--- config.mk ---
export PLATFORM = sky130hd
export DESIGN_NAME = shadow_stack_delta_snapshot_core
export DESIGN_NICKNAME = d
export VERILOG_FILES = /design/src/rtl/ssds_pkg.sv /design/src/rtl/ssds_front.sv /design/src/rtl/ssds_back.sv /design/src/rtl/shadow_stack_delta_snapshot_core.sv
export SDC_FILE = /design/constraint.sdc
export NUM_CORES = 1
export LEC_CHECK = 0
export BUFFER_PORTS_ARGS = -buffer_cell sky130_fd_sc_hd__buf_2
export CAP_MARGIN = 25
export CELL_PAD_IN_SITES_DETAIL_PLACEMENT = 0
export CELL_PAD_IN_SITES_GLOBAL_PLACEMENT = 1
export CORE_UTILIZATION = 54
export DETAILED_ROUTE_END_ITERATION = 7
export PLACE_DENSITY_LB_ADDON = 0.1
export SLEW_MARGIN = 20
export SYNTH_ARGS = -nofsm -noshare
export SYNTH_HDL_FRONTEND = slang
export SYNTH_SLANG_ARGS = --single-unit
--- constraint.sdc ---
create_clock -name clk -period 6.5 [get_ports clk]
set_input_delay 0 -clock clk [delete_from_list [all_inputs] [get_ports clk]]
set_output_delay 0 -clock clk [all_outputs]
set_load 0.01 [all_outputs]
--- src/rtl/ssds_pkg.sv ---
// Shared types and constants for the shadow stack delta snapshot block.
package ssds_pkg;

	localparam int unsigned CNT_W   = 6;
	localparam int unsigned ID_W    = 32;
	localparam int unsigned TS_W    = 63;
	localparam int unsigned S_DATA_W = 96;
	localparam int unsigned M_DATA_W = 112;

	typedef enum logic [1:0] {
		OP_PUSH = 2'd0,
		OP_POP  = 2'd1,
		OP_SNAP = 2'd2
	} op_t;

	typedef enum logic [1:0] {
		KIND_DEPTH = 2'd0,
		KIND_TRACE = 2'd1,
		KIND_TRAIL = 2'd2
	} kind_t;

	typedef enum logic [1:0] {
		ERR_OK    = 2'd0,
		ERR_EMPTY = 2'd1,
		ERR_FULL  = 2'd2
	} err_t;

	typedef enum logic [1:0] {
		ST_IDLE,
		ST_WALK,
		ST_EMIT,
		ST_TRAIL
	} st_t;

	typedef struct packed {
		op_t              op;
		logic [ID_W-1:0]  id;
		logic [TS_W-1:0]  ts;
	} cmd_t;

	typedef struct packed {
		logic valid;
		cmd_t cmd;
	} cmd_req_t;

endpackage

--- src/rtl/ssds_front.sv ---
// Input side: accepts stream transfers, drops unused codes, queues commands.
module ssds_front (
	input  logic                            clk,
	input  logic                            arst_n,
	input  logic                            s_tvalid,
	output logic                            s_tready,
	input  logic [ssds_pkg::S_DATA_W-1:0]   s_tdata,  // call_id[31:0], timestamp[94:32], pad
	input  logic [1:0]                      s_tuser,  // operation[1:0]
	output ssds_pkg::cmd_req_t              cmd,
	input  logic                            cmd_ready
);

	ssds_pkg::cmd_t q_q [2];
	logic           wr_ptr_q;
	logic           rd_ptr_q;
	logic [1:0]     fill_q;
	logic           accept;
	logic           keep;
	logic           deq;
	ssds_pkg::cmd_t in_cmd;

	assign s_tready = (fill_q != 2'd2);
	assign accept   = s_tvalid & s_tready;
	assign keep     = accept && (s_tuser == ssds_pkg::OP_PUSH || s_tuser == ssds_pkg::OP_POP ||
		s_tuser == ssds_pkg::OP_SNAP);
	assign deq      = cmd.valid & cmd_ready;

	assign in_cmd.op = ssds_pkg::op_t'(s_tuser);
	assign in_cmd.id = s_tdata[ssds_pkg::ID_W-1:0];
	assign in_cmd.ts = s_tdata[ssds_pkg::ID_W +: ssds_pkg::TS_W];

	assign cmd.valid = (fill_q != 2'd0);
	assign cmd.cmd   = q_q[rd_ptr_q];

	always_ff @(posedge clk) begin
		if (keep) begin
			q_q[wr_ptr_q] <= in_cmd;
		end
	end

	always_ff @(posedge clk or negedge arst_n) begin
		if (!arst_n) begin
			wr_ptr_q <= 1'b0;
			rd_ptr_q <= 1'b0;
			fill_q   <= 2'd0;
		end else begin
			if (keep) begin
				wr_ptr_q <= ~wr_ptr_q;
			end
			if (deq) begin
				rd_ptr_q <= ~rd_ptr_q;
			end
			case ({keep, deq})
				2'b10:   fill_q <= fill_q + 2'd1;
				2'b01:   fill_q <= fill_q - 2'd1;
				default: fill_q <= fill_q;
			endcase
		end
	end

endmodule

--- src/rtl/ssds_back.sv ---
// Execution side: stack storage, snapshot walker and output register.
module ssds_back #(
	parameter int unsigned DEPTH = 32
) (
	input  logic                            clk,
	input  logic                            arst_n,
	input  ssds_pkg::cmd_req_t              cmd,
	output logic                            cmd_ready,
	output logic                            m_tvalid,
	input  logic                            m_tready,
	output logic [ssds_pkg::M_DATA_W-1:0]   m_tdata,
	output logic [1:0]                      m_tuser,
	output logic                            m_tlast
);

	localparam int unsigned IW = (DEPTH > 1) ? $clog2(DEPTH) : 1;
	localparam int unsigned CW = ssds_pkg::CNT_W;

	logic [ssds_pkg::ID_W-1:0] mem [DEPTH];
	logic [DEPTH-1:0]          new_q;
	logic [ssds_pkg::ID_W-1:0] rd_q;
	logic [CW-1:0]             count_q;
	logic [CW-1:0]             pos_q;
	logic [ssds_pkg::TS_W-1:0] ts_q;

	ssds_pkg::st_t state_q, state_d;

	logic                      m_valid_q;
	ssds_pkg::kind_t           kind_q, kind_d;
	logic [ssds_pkg::ID_W-1:0] id_q, id_d;
	logic [CW-1:0]             depth_q, depth_d;
	logic [CW-1:0]             off_q, off_d;
	logic [ssds_pkg::TS_W-1:0] stamp_q, stamp_d;
	ssds_pkg::err_t            err_q, err_d;
	logic                      last_q, last_d;

	logic          out_free;
	logic          load_out;
	logic          cnt_inc;
	logic          cnt_dec;
	logic          snap_start;
	logic          walk_step;
	logic          full;
	logic [CW-1:0] pos_m1;
	logic [IW-1:0] wr_idx;
	logic [IW-1:0] walk_idx;
	logic          top_new;

	assign out_free = !m_valid_q || m_tready;
	assign full     = (count_q == CW'(DEPTH));
	assign pos_m1   = pos_q - CW'(1);
	assign wr_idx   = count_q[IW-1:0];
	assign walk_idx = pos_m1[IW-1:0];
	assign top_new  = (pos_q != '0) && new_q[walk_idx];

	always_ff @(posedge clk or negedge arst_n) begin
		if (!arst_n) begin
			state_q <= ssds_pkg::ST_IDLE;
		end else begin
			state_q <= state_d;
		end
	end

	always_comb begin
		state_d    = state_q;
		cmd_ready  = 1'b0;
		load_out   = 1'b0;
		cnt_inc    = 1'b0;
		cnt_dec    = 1'b0;
		snap_start = 1'b0;
		walk_step  = 1'b0;
		kind_d     = ssds_pkg::KIND_DEPTH;
		id_d       = '0;
		depth_d    = count_q;
		off_d      = '0;
		stamp_d    = '0;
		err_d      = ssds_pkg::ERR_OK;
		last_d     = 1'b1;
		unique case (state_q)
			ssds_pkg::ST_IDLE: begin
				if (cmd.valid && out_free) begin
					cmd_ready = 1'b1;
					unique case (cmd.cmd.op)
						ssds_pkg::OP_PUSH: begin
							load_out = 1'b1;
							if (full) begin
								err_d = ssds_pkg::ERR_FULL;
							end else begin
								cnt_inc = 1'b1;
								depth_d = count_q + CW'(1);
							end
						end
						ssds_pkg::OP_POP: begin
							load_out = 1'b1;
							if (count_q == '0) begin
								err_d = ssds_pkg::ERR_EMPTY;
							end else begin
								cnt_dec = 1'b1;
								depth_d = count_q - CW'(1);
							end
						end
						ssds_pkg::OP_SNAP: begin
							snap_start = 1'b1;
							state_d    = ssds_pkg::ST_WALK;
						end
						default: begin
							cmd_ready = 1'b1;
						end
					endcase
				end
			end
			ssds_pkg::ST_WALK: begin
				if (top_new) begin
					walk_step = 1'b1;
					state_d   = ssds_pkg::ST_EMIT;
				end else begin
					state_d = ssds_pkg::ST_TRAIL;
				end
			end
			ssds_pkg::ST_EMIT: begin
				kind_d = ssds_pkg::KIND_TRACE;
				id_d   = rd_q;
				last_d = 1'b0;
				if (out_free) begin
					load_out = 1'b1;
					state_d  = ssds_pkg::ST_WALK;
				end
			end
			ssds_pkg::ST_TRAIL: begin
				kind_d  = ssds_pkg::KIND_TRAIL;
				off_d   = pos_q;
				stamp_d = ts_q;
				if (out_free) begin
					load_out = 1'b1;
					state_d  = ssds_pkg::ST_IDLE;
				end
			end
			default: begin
				state_d = ssds_pkg::ST_IDLE;
			end
		endcase
	end

	always_ff @(posedge clk) begin
		if (cnt_inc) begin
			mem[wr_idx] <= cmd.cmd.id;
		end
		if (walk_step) begin
			rd_q <= mem[walk_idx];
		end
	end

	always_ff @(posedge clk) begin
		if (cnt_inc) begin
			new_q[wr_idx] <= 1'b1;
		end
		if (walk_step) begin
			new_q[walk_idx] <= 1'b0;
		end
		if (snap_start) begin
			ts_q <= cmd.cmd.ts;
		end
		if (load_out) begin
			kind_q  <= kind_d;
			id_q    <= id_d;
			depth_q <= depth_d;
			off_q   <= off_d;
			stamp_q <= stamp_d;
			err_q   <= err_d;
			last_q  <= last_d;
		end
	end

	always_ff @(posedge clk or negedge arst_n) begin
		if (!arst_n) begin
			count_q   <= '0;
			pos_q     <= '0;
			m_valid_q <= 1'b0;
		end else begin
			if (cnt_inc) begin
				count_q <= count_q + CW'(1);
			end else if (cnt_dec) begin
				count_q <= count_q - CW'(1);
			end
			if (snap_start) begin
				pos_q <= count_q;
			end else if (walk_step) begin
				pos_q <= pos_m1;
			end
			if (load_out) begin
				m_valid_q <= 1'b1;
			end else if (m_tready) begin
				m_valid_q <= 1'b0;
			end
		end
	end

	assign m_tvalid = m_valid_q;
	assign m_tuser  = kind_q;
	assign m_tlast  = last_q;
	assign m_tdata  = {3'b000, err_q, stamp_q, off_q, depth_q, id_q};

	a_count_bound: assert property (@(posedge clk) disable iff (!arst_n)
		count_q <= CW'(DEPTH))
		else $error("stack depth beyond capacity");

	a_walk_bound: assert property (@(posedge clk) disable iff (!arst_n)
		state_q != ssds_pkg::ST_IDLE |-> pos_q <= count_q)
		else $error("walk position above depth");

	a_trace_not_last: assert property (@(posedge clk) disable iff (!arst_n)
		m_valid_q && kind_q == ssds_pkg::KIND_TRACE |-> !last_q)
		else $error("trace entry marked last");

	a_err_depth_only: assert property (@(posedge clk) disable iff (!arst_n)
		m_valid_q && err_q != ssds_pkg::ERR_OK |-> kind_q == ssds_pkg::KIND_DEPTH)
		else $error("error flag on non depth result");

	a_count_frozen: assert property (@(posedge clk) disable iff (!arst_n)
		state_q != ssds_pkg::ST_IDLE |=> $stable(count_q))
		else $error("depth changed during snapshot");

endmodule

--- src/rtl/shadow_stack_delta_snapshot_core.sv ---
// Top level of the shadow call stack with delta snapshots.
//
// Input channel s_*: one transfer per command. s_tuser is the operation
// (push, pop, snapshot; code 3 is taken and dropped). s_tdata carries the
// method id for push and the timestamp for snapshot.
// Output channel m_*: push and pop give one depth update each. A snapshot
// gives one trace entry per new entry walked from the top, then a trailer
// with offset and timestamp; m_tlast marks the final result of a command.
// A push or pop result is registered in the command queue, then in the output register.
// Push and pop sustain one per cycle while the output register is taken; a
// snapshot holds the executor through a walk and an emit state per emitted
// entry, as the id memory read is registered, then a walk and a trailer state.
// A two-entry command queue lets input transfers continue while the
// executor walks or while m_tready is low; results wait in the output
// register, and the executor stalls until it is taken.
// Reset clears the depth, the queue and the output valid; the id memory
// and new marks need no clearing and the block is ready at once.
module shadow_stack_delta_snapshot_core #(
	parameter int unsigned DEPTH = 32
) (
	input  logic                            clk,
	input  logic                            arst_n,
	input  logic                            s_tvalid,
	output logic                            s_tready,
	input  logic [ssds_pkg::S_DATA_W-1:0]   s_tdata,  // call_id[31:0], timestamp[94:32], pad
	input  logic [1:0]                      s_tuser,  // operation[1:0]
	output logic                            m_tvalid,
	input  logic                            m_tready,
	output logic [ssds_pkg::M_DATA_W-1:0]   m_tdata,  // trace_id[31:0], new_depth[37:32],
	                                                  // offset[43:38], stamp[106:44],
	                                                  // error[108:107], pad
	output logic [1:0]                      m_tuser,  // kind[1:0]
	output logic                            m_tlast
);

	ssds_pkg::cmd_req_t cmd;
	logic               cmd_ready;

	ssds_front u_front (
		.clk       (clk),
		.arst_n    (arst_n),
		.s_tvalid  (s_tvalid),
		.s_tready  (s_tready),
		.s_tdata   (s_tdata),
		.s_tuser   (s_tuser),
		.cmd       (cmd),
		.cmd_ready (cmd_ready)
	);

	ssds_back #(
		.DEPTH (DEPTH)
	) u_back (
		.clk       (clk),
		.arst_n    (arst_n),
		.cmd       (cmd),
		.cmd_ready (cmd_ready),
		.m_tvalid  (m_tvalid),
		.m_tready  (m_tready),
		.m_tdata   (m_tdata),
		.m_tuser   (m_tuser),
		.m_tlast   (m_tlast)
	);

endmodule

After elaboration in Yosys (flattened, before gate mapping)
Memory sizes are Yosys's and may differ from the RTL's. A register that Yosys moved wholly into a read port is not among the register bits.
Cells that the tools add are included.

operators by class
  order comparisons = 4
  mux-type cells = 54
  multipliers = 0
  shift operators = 0
  add/sub/neg operators = 5
  bitwise gates (word level) = 7
  divide/modulo/power cells = 0
  eq/ne operators = 15
  reductions and logical operators = 23

operators by type and width
  cell                 count
  $mux 32              2
  $mux 6               8
  $and 32x32->32       1
  $not 32->32          1
  $or 32x32->32        1
  $mux 1               30
  $lt 5x6->1 const B   2
  $pmux 2 s2           3
  $pmux 6 s2           1
  $sub 6x1->6 const B  2
  $demux 1 s5          2
  $eq 2x2->1 const B   5
  $ge 5x1->1 const B   2
  $mux 2               5
  $reduce_bool 2->1    5
  $eq 2x1->1 const B   4
  $pmux 2 s4           1
  $add 6x1->6 const B  1
  $eq 6x6->1 const B   1
  $logic_not 2->1      3
  $logic_not 6->1      1
  $ne 2x1->1 const B   3
  $reduce_bool 6->1    1
  $bmux 1 s5           1
  other kinds (12)     22

storage, ports and cells
  latch bits = 0
  output and inout port bits = 117
  memory bits (read-only) = 0
  memory bits (writable) = 1218
  memories = 2
  input bits = 102
  logic and storage cells = 126
  bits in registers = 226

memory list
  name         depth  bits a word  read ports  clocked after Yosys merged registers in  write ports  line              text
  u_back.mem   32     32           1           1                                        1            ssds_back.sv:19   logic [ssds_pkg::ID_W-1:0] mem [DEPTH];
  u_front.q_q  2      97           1           0                                        1            ssds_front.sv:13  ssds_pkg::cmd_t q_q [2];

Logic depth before layout (Yosys ltp)
  word-level depth = 8
  gate-level depth with buffers = 17
  gate-level depth less buffers = 9

Modules after synthesis
Synthesis repeated with hierarchy kept, for this count alone.

second synthesis, totals
  cells, all modules = 2617
  area total of the unflattened synthesis = 55652.1 um2

modules (own cells, without submodules)
  module      seq. area each (um2)  cells an instance  instances  area each (um2)
  ssds_back   37981.4               2296               1          48380.2
  ssds_front  5925.7                321                1          7272.0

Worst setup path before layout
Ideal clock, no wire load.

  path type = flip-flop to flip-flop
  start = reg u_front.fill_q[0]
  end = mem u_front.q_q[0][0] (netlist bit), enable pin
  data required time = 5.946 ns
  stages on the path, launching flop included = 4
  setup slack = 1.147 ns
  setup time = 0.554 ns
  data arrival time = 4.799 ns
  path buffers = 0
  clock period less this slack = 5.353 ns
  cells stage by stage = dfrtp_1 > nand2b_1 > nand3_1 > nor2_1

on the way
  word-level cells in the longest chain between the ends = 5

RTL lines
  element                       line                                    text
  from (decl)                   ssds_front.sv:16                        logic [1:0] fill_q;
  from (signal assigned)        ssds_front.sv:54                        2'b10: fill_q <= fill_q + 2'd1;
  from (signal assigned)        ssds_front.sv:55                        2'b01: fill_q <= fill_q - 2'd1;
  from (signal assigned)        ssds_front.sv:56                        default: fill_q <= fill_q;
  $ne 2x2->1                    ssds_front.sv:22                        assign s_tready = (fill_q != 2'd2);
  named net s_tready            shadow_stack_delta_snapshot_core.sv:24  output logic s_tready,
  $and 1x1->1                   ssds_front.sv:23                        assign accept = s_tvalid & s_tready;
  $logic_and 1x1->1             ssds_front.sv:24                        assign keep = accept && (s_tuser == ssds_pkg::OP_PUSH || s_tuser == ssds_pkg::OP_POP ||
  $mux 1                        ssds_front.sv:36                        if (keep) begin
  $mux 1 (not written as such)  ssds_front.sv:37                        q_q[wr_ptr_q] <= in_cmd;
  to (decl)                     ssds_front.sv:13

The timed path passes the listed nets, and every way through them passes these cells.

Final worst setup path
  start = reg u_back.pos_q[0]
  end = reg u_back.rd_q[12] (netlist bit), read port of u_back.mem, enable pin

on the way
  word-level cells in the longest chain between the ends = 6
  elaborated cells on any way between the ends = 7
  those cells by class = add/sub: 1; mux: 4; reduce/logical: 2

RTL lines
  element                       line              text
  from (decl)                   ssds_back.sv:23   logic [CW-1:0] pos_q;
  from (signal assigned)        ssds_back.sv:186  pos_q <= count_q;
  from (signal assigned)        ssds_back.sv:188  pos_q <= pos_m1;
  $sub 6x1->6                   ssds_back.sv:51   assign pos_m1 = pos_q - CW'(1);
  $bmux 1 s5                    ssds_back.sv:54   assign top_new = (pos_q != '0) && new_q[walk_idx];
  $mux 1 (not written as such)  ssds_back.sv:54
  $logic_and 1x1->1 *           ssds_back.sv:54
  $mux 1 *                      ssds_back.sv:113  if (top_new) begin
  $mux 1 *                      ssds_back.sv:79   unique case (state_q)
  named net u_back.walk_step    ssds_back.sv:42   logic walk_step;
  to (decl)                     ssds_back.sv:21   logic [ssds_pkg::ID_W-1:0] rd_q;

The timed path passes the listed nets; every way through them passes the cells marked *. The select of a mux whose other input is x is not followed.
A chain may end at the register's enable or synchronous reset.

==> metrics.txt <==
# TYPE chip_impl_metric gauge
chip_impl_metric{name="post_synth_and_or_nand_nor_area_fraction",unit="%"} 3.61
chip_impl_metric{name="detailedRoute.firstIterationViolations",unit=""} 2516
chip_impl_metric{name="numCtsBuffers",unit=""} 148
chip_impl_metric{name="dpl-instance-area",unit="um^2"} 58500
chip_impl_metric{name="floorplan.initialDensity",unit="%"} 54.5
chip_impl_info{name="endpoint_kind",value="flip-flop"} 1
chip_impl_metric{name="synth.yosys.seq_area_share",unit="%"} 79.1
chip_impl_metric{name="finalSetupViolations",unit=""} 0
chip_impl_metric{name="grt_antenna_before_repair",unit=""} 3
chip_impl_info{name="holdCritPathClass",value="in -> reg"} 1
chip_impl_metric{name="seq_area",unit="um^2"} 43900
chip_impl_metric{name="detail_route.vias_per_cell",unit=""} 5.96
chip_impl_metric{name="worst-path-max-fanout",unit=""} 31
chip_impl_metric{name="netSwitchingPower",unit="mW"} 9.58
chip_impl_metric{name="synth_xor_area_share",unit="%"} 0.205
chip_impl_info{name="main_combinational_cell_family_by_area_after_synthesis",value="multiplexers"} 1
chip_impl_metric{name="design_area",unit="um^2"} 65200
chip_impl_metric{name="area_delta_synth_final",unit="%"} 17.6
chip_impl_info{name="ys.flop_type",value="sky130_fd_sc_hd__edfxtp_1"} 1
chip_impl_metric{name="number_of_vias_in_the_routed_layout",unit=""} 27600
chip_impl_info{name="cts.root.buffer_cell",value="sky130_fd_sc_hd__clkbuf_16"} 1
chip_impl_metric{name="die-height",unit="um"} 323
chip_impl_metric{name="nFillCells",unit=""} 6876
chip_impl_metric{name="period_needed",unit="ns"} 4.49
chip_impl_metric{name="post-layout-total-power",unit="mW"} 30.2
chip_impl_metric{name="synth.area.mux_share",unit="%"} 12.8
chip_impl_info{name="timing.critical_path.slowest_stage_cell",value="sky130_fd_sc_hd__dfrtp_4"} 1
chip_impl_metric{name="clock_tree_buf_depth",unit=""} 3
chip_impl_metric{name="synth-compound-area-share",unit="%"} 2.76
chip_impl_metric{name="whs",unit="ns"} 0.0444
chip_impl_metric{name="number_of_global_route_vias_before_repair",unit=""} 29000
chip_impl_metric{name="worst-slew-pin-transition",unit="ns"} 1.27
chip_impl_info{name="cp_top_family",value="buffers and inverters"} 1
chip_impl_metric{name="route.final.wire_length",unit="um"} 131000
chip_impl_metric{name="dieWidth",unit="um"} 323
chip_impl_metric{name="rows",unit=""} 117
chip_impl_metric{name="synthesis.yosys.warnings",unit=""} 0
chip_impl_metric{name="yosys.area_share.adder",unit="%"} 0.226
chip_impl_metric{name="number_of_flops_mapped_to_enable_cells_by_yosys",unit=""} 1425
chip_impl_metric{name="synth.distinct_cells",unit=""} 66
chip_impl_metric{name="cts_htree_levels",unit=""} 4
chip_impl_metric{name="preCtsSetupSlack",unit="ns"} 2.05
chip_impl_metric{name="cp_data_required_time",unit="ns"} 6.98
chip_impl_info{name="startpoint_kind_of_the_worst_setup_timing_path",value="flip-flop"} 1
chip_impl_metric{name="die-area",unit="um^2"} 104000
chip_impl_metric{name="timing.setup.tns",unit="ns"} 0
chip_impl_metric{name="maxcap_violations",unit=""} 0
chip_impl_metric{name="power.share.combinational",unit="%"} 29.9
chip_impl_metric{name="netSwitchingFraction",unit="%"} 31.7
chip_impl_metric{name="internal_power",unit="mW"} 20.7
chip_impl_metric{name="boundaryPins",unit=""} 219
chip_impl_metric{name="cts.reportedPaths.clkPinSlew",unit="ns"} 0.06
chip_impl_metric{name="area_inside_the_core_boundary",unit="um^2"} 102000
chip_impl_info{name="rsz0062_at_grt",value="no"} 1
chip_impl_metric{name="worst_slack",unit="ns"} 2.01
chip_impl_metric{name="vdd_drop_max",unit="V"} 0.000696
chip_impl_metric{name="design.final.nets",unit=""} 3252
chip_impl_info{name="worstHoldStart",value="s_tdata[3]"} 1
chip_impl_metric{name="finalMaxSlewViolations",unit=""} 0
chip_impl_metric{name="async_reset_ff_share",unit="%"} 1.29
chip_impl_metric{name="timing.final.crit_share",unit="%"} 69.0
chip_impl_info{name="r2r-start",value="u_back.pos_q[0]$_DFFE_PN0P_"} 1
chip_impl_metric{name="syn-instance-count",unit=""} 2657
chip_impl_metric{name="pwr-share-seq",unit="%"} 42.8
chip_impl_metric{name="port_buffers",unit=""} 214
chip_impl_metric{name="grtUsageTotal",unit="%"} 25.8
chip_impl_metric{name="power.static_leakage",unit="nW"} 21.5
chip_impl_metric{name="combined_area_of_the_multi_input_logic_cells",unit="um^2"} 11200
chip_impl_metric{name="synth_area",unit="um^2"} 55500
chip_impl_metric{name="maxSlewHeadroom",unit="%"} 15.0
chip_impl_metric{name="clockPowerShare",unit="%"} 27.3
chip_impl_metric{name="clk-insertion-delay-late",unit="ns"} 0.75
chip_impl_metric{name="grt_max_degree",unit=""} 147
chip_impl_metric{name="routed_length_per_instance",unit="um"} 28.2
chip_impl_metric{name="grt_overflow_total",unit=""} 0
chip_impl_metric{name="drc",unit=""} 0
chip_impl_metric{name="pwr_density_cell",unit="nW/um^2"} 464
chip_impl_info{name="setup.worst_path.start",value="u_back.pos_q[0]$_DFFE_PN0P_"} 1
chip_impl_metric{name="globalplace.congestion",unit=""} 0.793
chip_impl_metric{name="avgSynthCellArea",unit="um^2"} 20.9
chip_impl_metric{name="drive_above_1_share",unit="%"} 27.6
chip_impl_metric{name="final_antenna_net_count",unit=""} 0
chip_impl_info{name="timing.critical_path.cells",value="inv_1 > ha_1 > nor3b_1 > xnor2_1 > mux2_2 > o22a_1 > nand4_4 > clkinv_1 > buf_4"} 1
chip_impl_info{name="tritoncts",value="built"} 1
chip_impl_metric{name="synth.ff_latch_count",unit=""} 1476
chip_impl_info{name="timing.setup.critical_path_class",value="reg -> reg"} 1
chip_impl_metric{name="drt_first_pass_iters",unit=""} 5
chip_impl_metric{name="grt_first_pass_wirelength",unit="um"} 191000
chip_impl_info{name="outcome",value="finished, final reports clean"} 1
chip_impl_metric{name="clkSinkCount",unit=""} 1476
chip_impl_metric{name="cp_num_buf_inv",unit=""} 3
chip_impl_metric{name="fmaxAchievable",unit="GHz"} 0.223
chip_impl_metric{name="final_hold_viol_count",unit=""} 0
chip_impl_metric{name="finClkSkew",unit="ns"} 0.0220
chip_impl_metric{name="timing.critical_path.slowest_cell_delay",unit="ns"} 0.82
chip_impl_metric{name="cp_data_arrival_time",unit="ns"} 4.96
chip_impl_metric{name="place.detailed.hpwl",unit="um"} 71300
==> power groups by stage <==
stage / Sequential, mW / Clock (mW) / Combinational (mW)
final: 12.9 / 8.25 / 9.05
after global routing: 13.0 / 8.75 / 9.76
after CTS: 12.9 / 8.36 / 9.12
after detailed placement: 13.1 / 0 / 8.99
after global placement: 13.1 / 0 / 8.85
after floorplan: 13.1 / 0 / 5.93
==> cells in the final DEF, fill, tap and decap left out, drive strengths merged, types with 4 or more instances in the layout <==
master       synthesis  layout
clkbuf              87     189
nor2b               13      13
nor3                 4       4
o21ai               13      13
dfrtp               19      19
clkinvlp             0       4
a2bb2oi             12      12
edfxtp            1425    1425
dfxtp               32      32
a221oi              21      21
and2                35      35
nor2                55      55
mux4               265     265
o22ai                6       6
a22oi               24      24
mux2                97      97
or3                  6       6
a21oi              104     104
nand2              146     146
clkinv               1      66
nand3               42      42
o31ai                6       6
or2                  5       5
ha                  10      10
buf                 56     277
o32a                11      11
o22a                13      13
inv                 18      23
bufinv               0       9
nand2b               7       7
xnor2               11      11
and3                71      71
dlygate4sd3          0     197
==> per-stage QoR <==
step	instances	utilization (%)
detailed placement	4159	57.5
CTS	4628	64.1
global route	4630	64.1
finish	4631	64.1
floorplan	2659	-
global placement	4159	57.5
==> area by class of cell <==
cell class	instances	area share, %
Sequential cell	1476	67.3
Multi-Input combinational cell	1021	17.2
Clock buffer	189	6.16
Timing Repair Buffer	474	5.48
Tap cell	1368	2.62
Clock inverter	83	1.06
Inverter	19	0.109
Antenna cell	1	0.00384
==> cell families (layout without fill, tap and decap cells) <==
group | after synthesis | in the layout
flops | 1476 | 1476
simple gates | 401 | 401
mux | 365 | 365
compound gates | 229 | 229
buf+inv | 162 | 765
xor+xnor | 13 | 13
fa+ha+maj | 10 | 10
other cells | 1 | 4
==> flip-flops by register name, indices dropped and copies added, names as in the netlist <==
register / flops
u_front.wr_ptr_q: 1
u_back.depth_q: 6
u_front.rd_ptr_q: 1
u_back.ts_q: 63
u_back.err_q: 2
u_back.new_q: 32
u_front.q_q: 194
u_back.pos_q: 6
u_back.m_tvalid: 1
u_back.id_q: 32
u_back.m_tlast: 1
u_back.m_tuser: 2
u_front.fill_q: 2
u_back.mem: 1024
u_back.count_q: 6
u_back.rd_q: 32
u_back.state_q: 2
u_back.off_q: 6
u_back.stamp_q: 63
==> cells in the mapped netlist, types with 3 or more instances <==
library cell / instances / area (um^2)
sky130_fd_sc_hd__edfxtp_1: 1425 / 42800
sky130_fd_sc_hd__mux4_2: 265 / 5970
sky130_fd_sc_hd__nand2_1: 146 / 548
sky130_fd_sc_hd__a21oi_1: 104 / 521
sky130_fd_sc_hd__mux2_2: 97 / 1090
sky130_fd_sc_hd__clkbuf_1: 87 / 327
sky130_fd_sc_hd__and3_1: 71 / 444
sky130_fd_sc_hd__nor2_1: 54 / 203
sky130_fd_sc_hd__nand3_1: 42 / 210
sky130_fd_sc_hd__buf_2: 41 / 205
sky130_fd_sc_hd__and2_1: 35 / 219
sky130_fd_sc_hd__dfxtp_1: 32 / 641
sky130_fd_sc_hd__a22oi_1: 24 / 180
sky130_fd_sc_hd__a221oi_1: 20 / 175
sky130_fd_sc_hd__dfrtp_1: 19 / 475
sky130_fd_sc_hd__inv_1: 18 / 67.6
sky130_fd_sc_hd__nor2b_1: 13 / 81.3
sky130_fd_sc_hd__o21ai_0: 13 / 65.1
sky130_fd_sc_hd__o22a_1: 13 / 114
sky130_fd_sc_hd__a2bb2oi_1: 12 / 105
sky130_fd_sc_hd__o32a_1: 11 / 110
sky130_fd_sc_hd__xnor2_1: 11 / 96.3
sky130_fd_sc_hd__ha_1: 10 / 125
sky130_fd_sc_hd__buf_1: 6 / 22.5
sky130_fd_sc_hd__buf_4: 6 / 45.0
sky130_fd_sc_hd__nand2b_1: 6 / 37.5
sky130_fd_sc_hd__o22ai_1: 6 / 37.5
sky130_fd_sc_hd__o31ai_1: 6 / 45.0
sky130_fd_sc_hd__or3_1: 5 / 31.3
sky130_fd_sc_hd__nor3_1: 4 / 20.0
sky130_fd_sc_hd__buf_6: 3 / 33.8
sky130_fd_sc_hd__mux2i_1: 3 / 30.0
sky130_fd_sc_hd__nand3b_1: 3 / 22.5
sky130_fd_sc_hd__o32ai_1: 3 / 26.3
sky130_fd_sc_hd__or2_1: 3 / 18.8
==> final timing paths <==
path                                                 end  slack [ns]  cells after the start
min                         u_front.q_q[1][66]$_DFFE_PP_        0.04                      2
min in group asynchronous  u_back.count_q[3]$_DFFE_PN0P_        0.23                      3
max                            u_back.rd_q[12]$_DFFE_PP_        2.01                      9
min reg2reg                     u_back.new_q[21]$_DFF_P_        0.46                      1
max in group asynchronous    u_back.pos_q[0]$_DFFE_PN0P_        5.81                      4
max reg2reg                    u_back.rd_q[12]$_DFFE_PP_        2.01                      9
==> routing by layer <==
metal	vias up	global-route usage (%)	routed length, um
met2	904	44.0	67100
met4	0	6.66	2400
met1	14700	34.5	53000
met5	-	0	0
li1	11900	-	-
met3	153	4.67	8130
==> timing repair <==
item / in CTS / in global routing
setup endpoints to repair: 0 / 0
hold endpoints to repair: 236 / 0
buffers inserted: 0 / 0
hold buffers: 197 / 0
resized for setup: 0 / 0
==> worst register-to-register path: cells and delay by family, from the launching register on <==
kind,cells,cell delay [ns]
AOI/OAI and AO/OA,1,0.26
xor gates and xnor gates,1,0.42
adders and majority gates,1,0.55
buffers and inverters,3,1.25
DFF,1,0.82
muxes,1,0.40
and+or+nand+nor,2,0.50
Note: power is estimated with default switching activity, not from simulation.
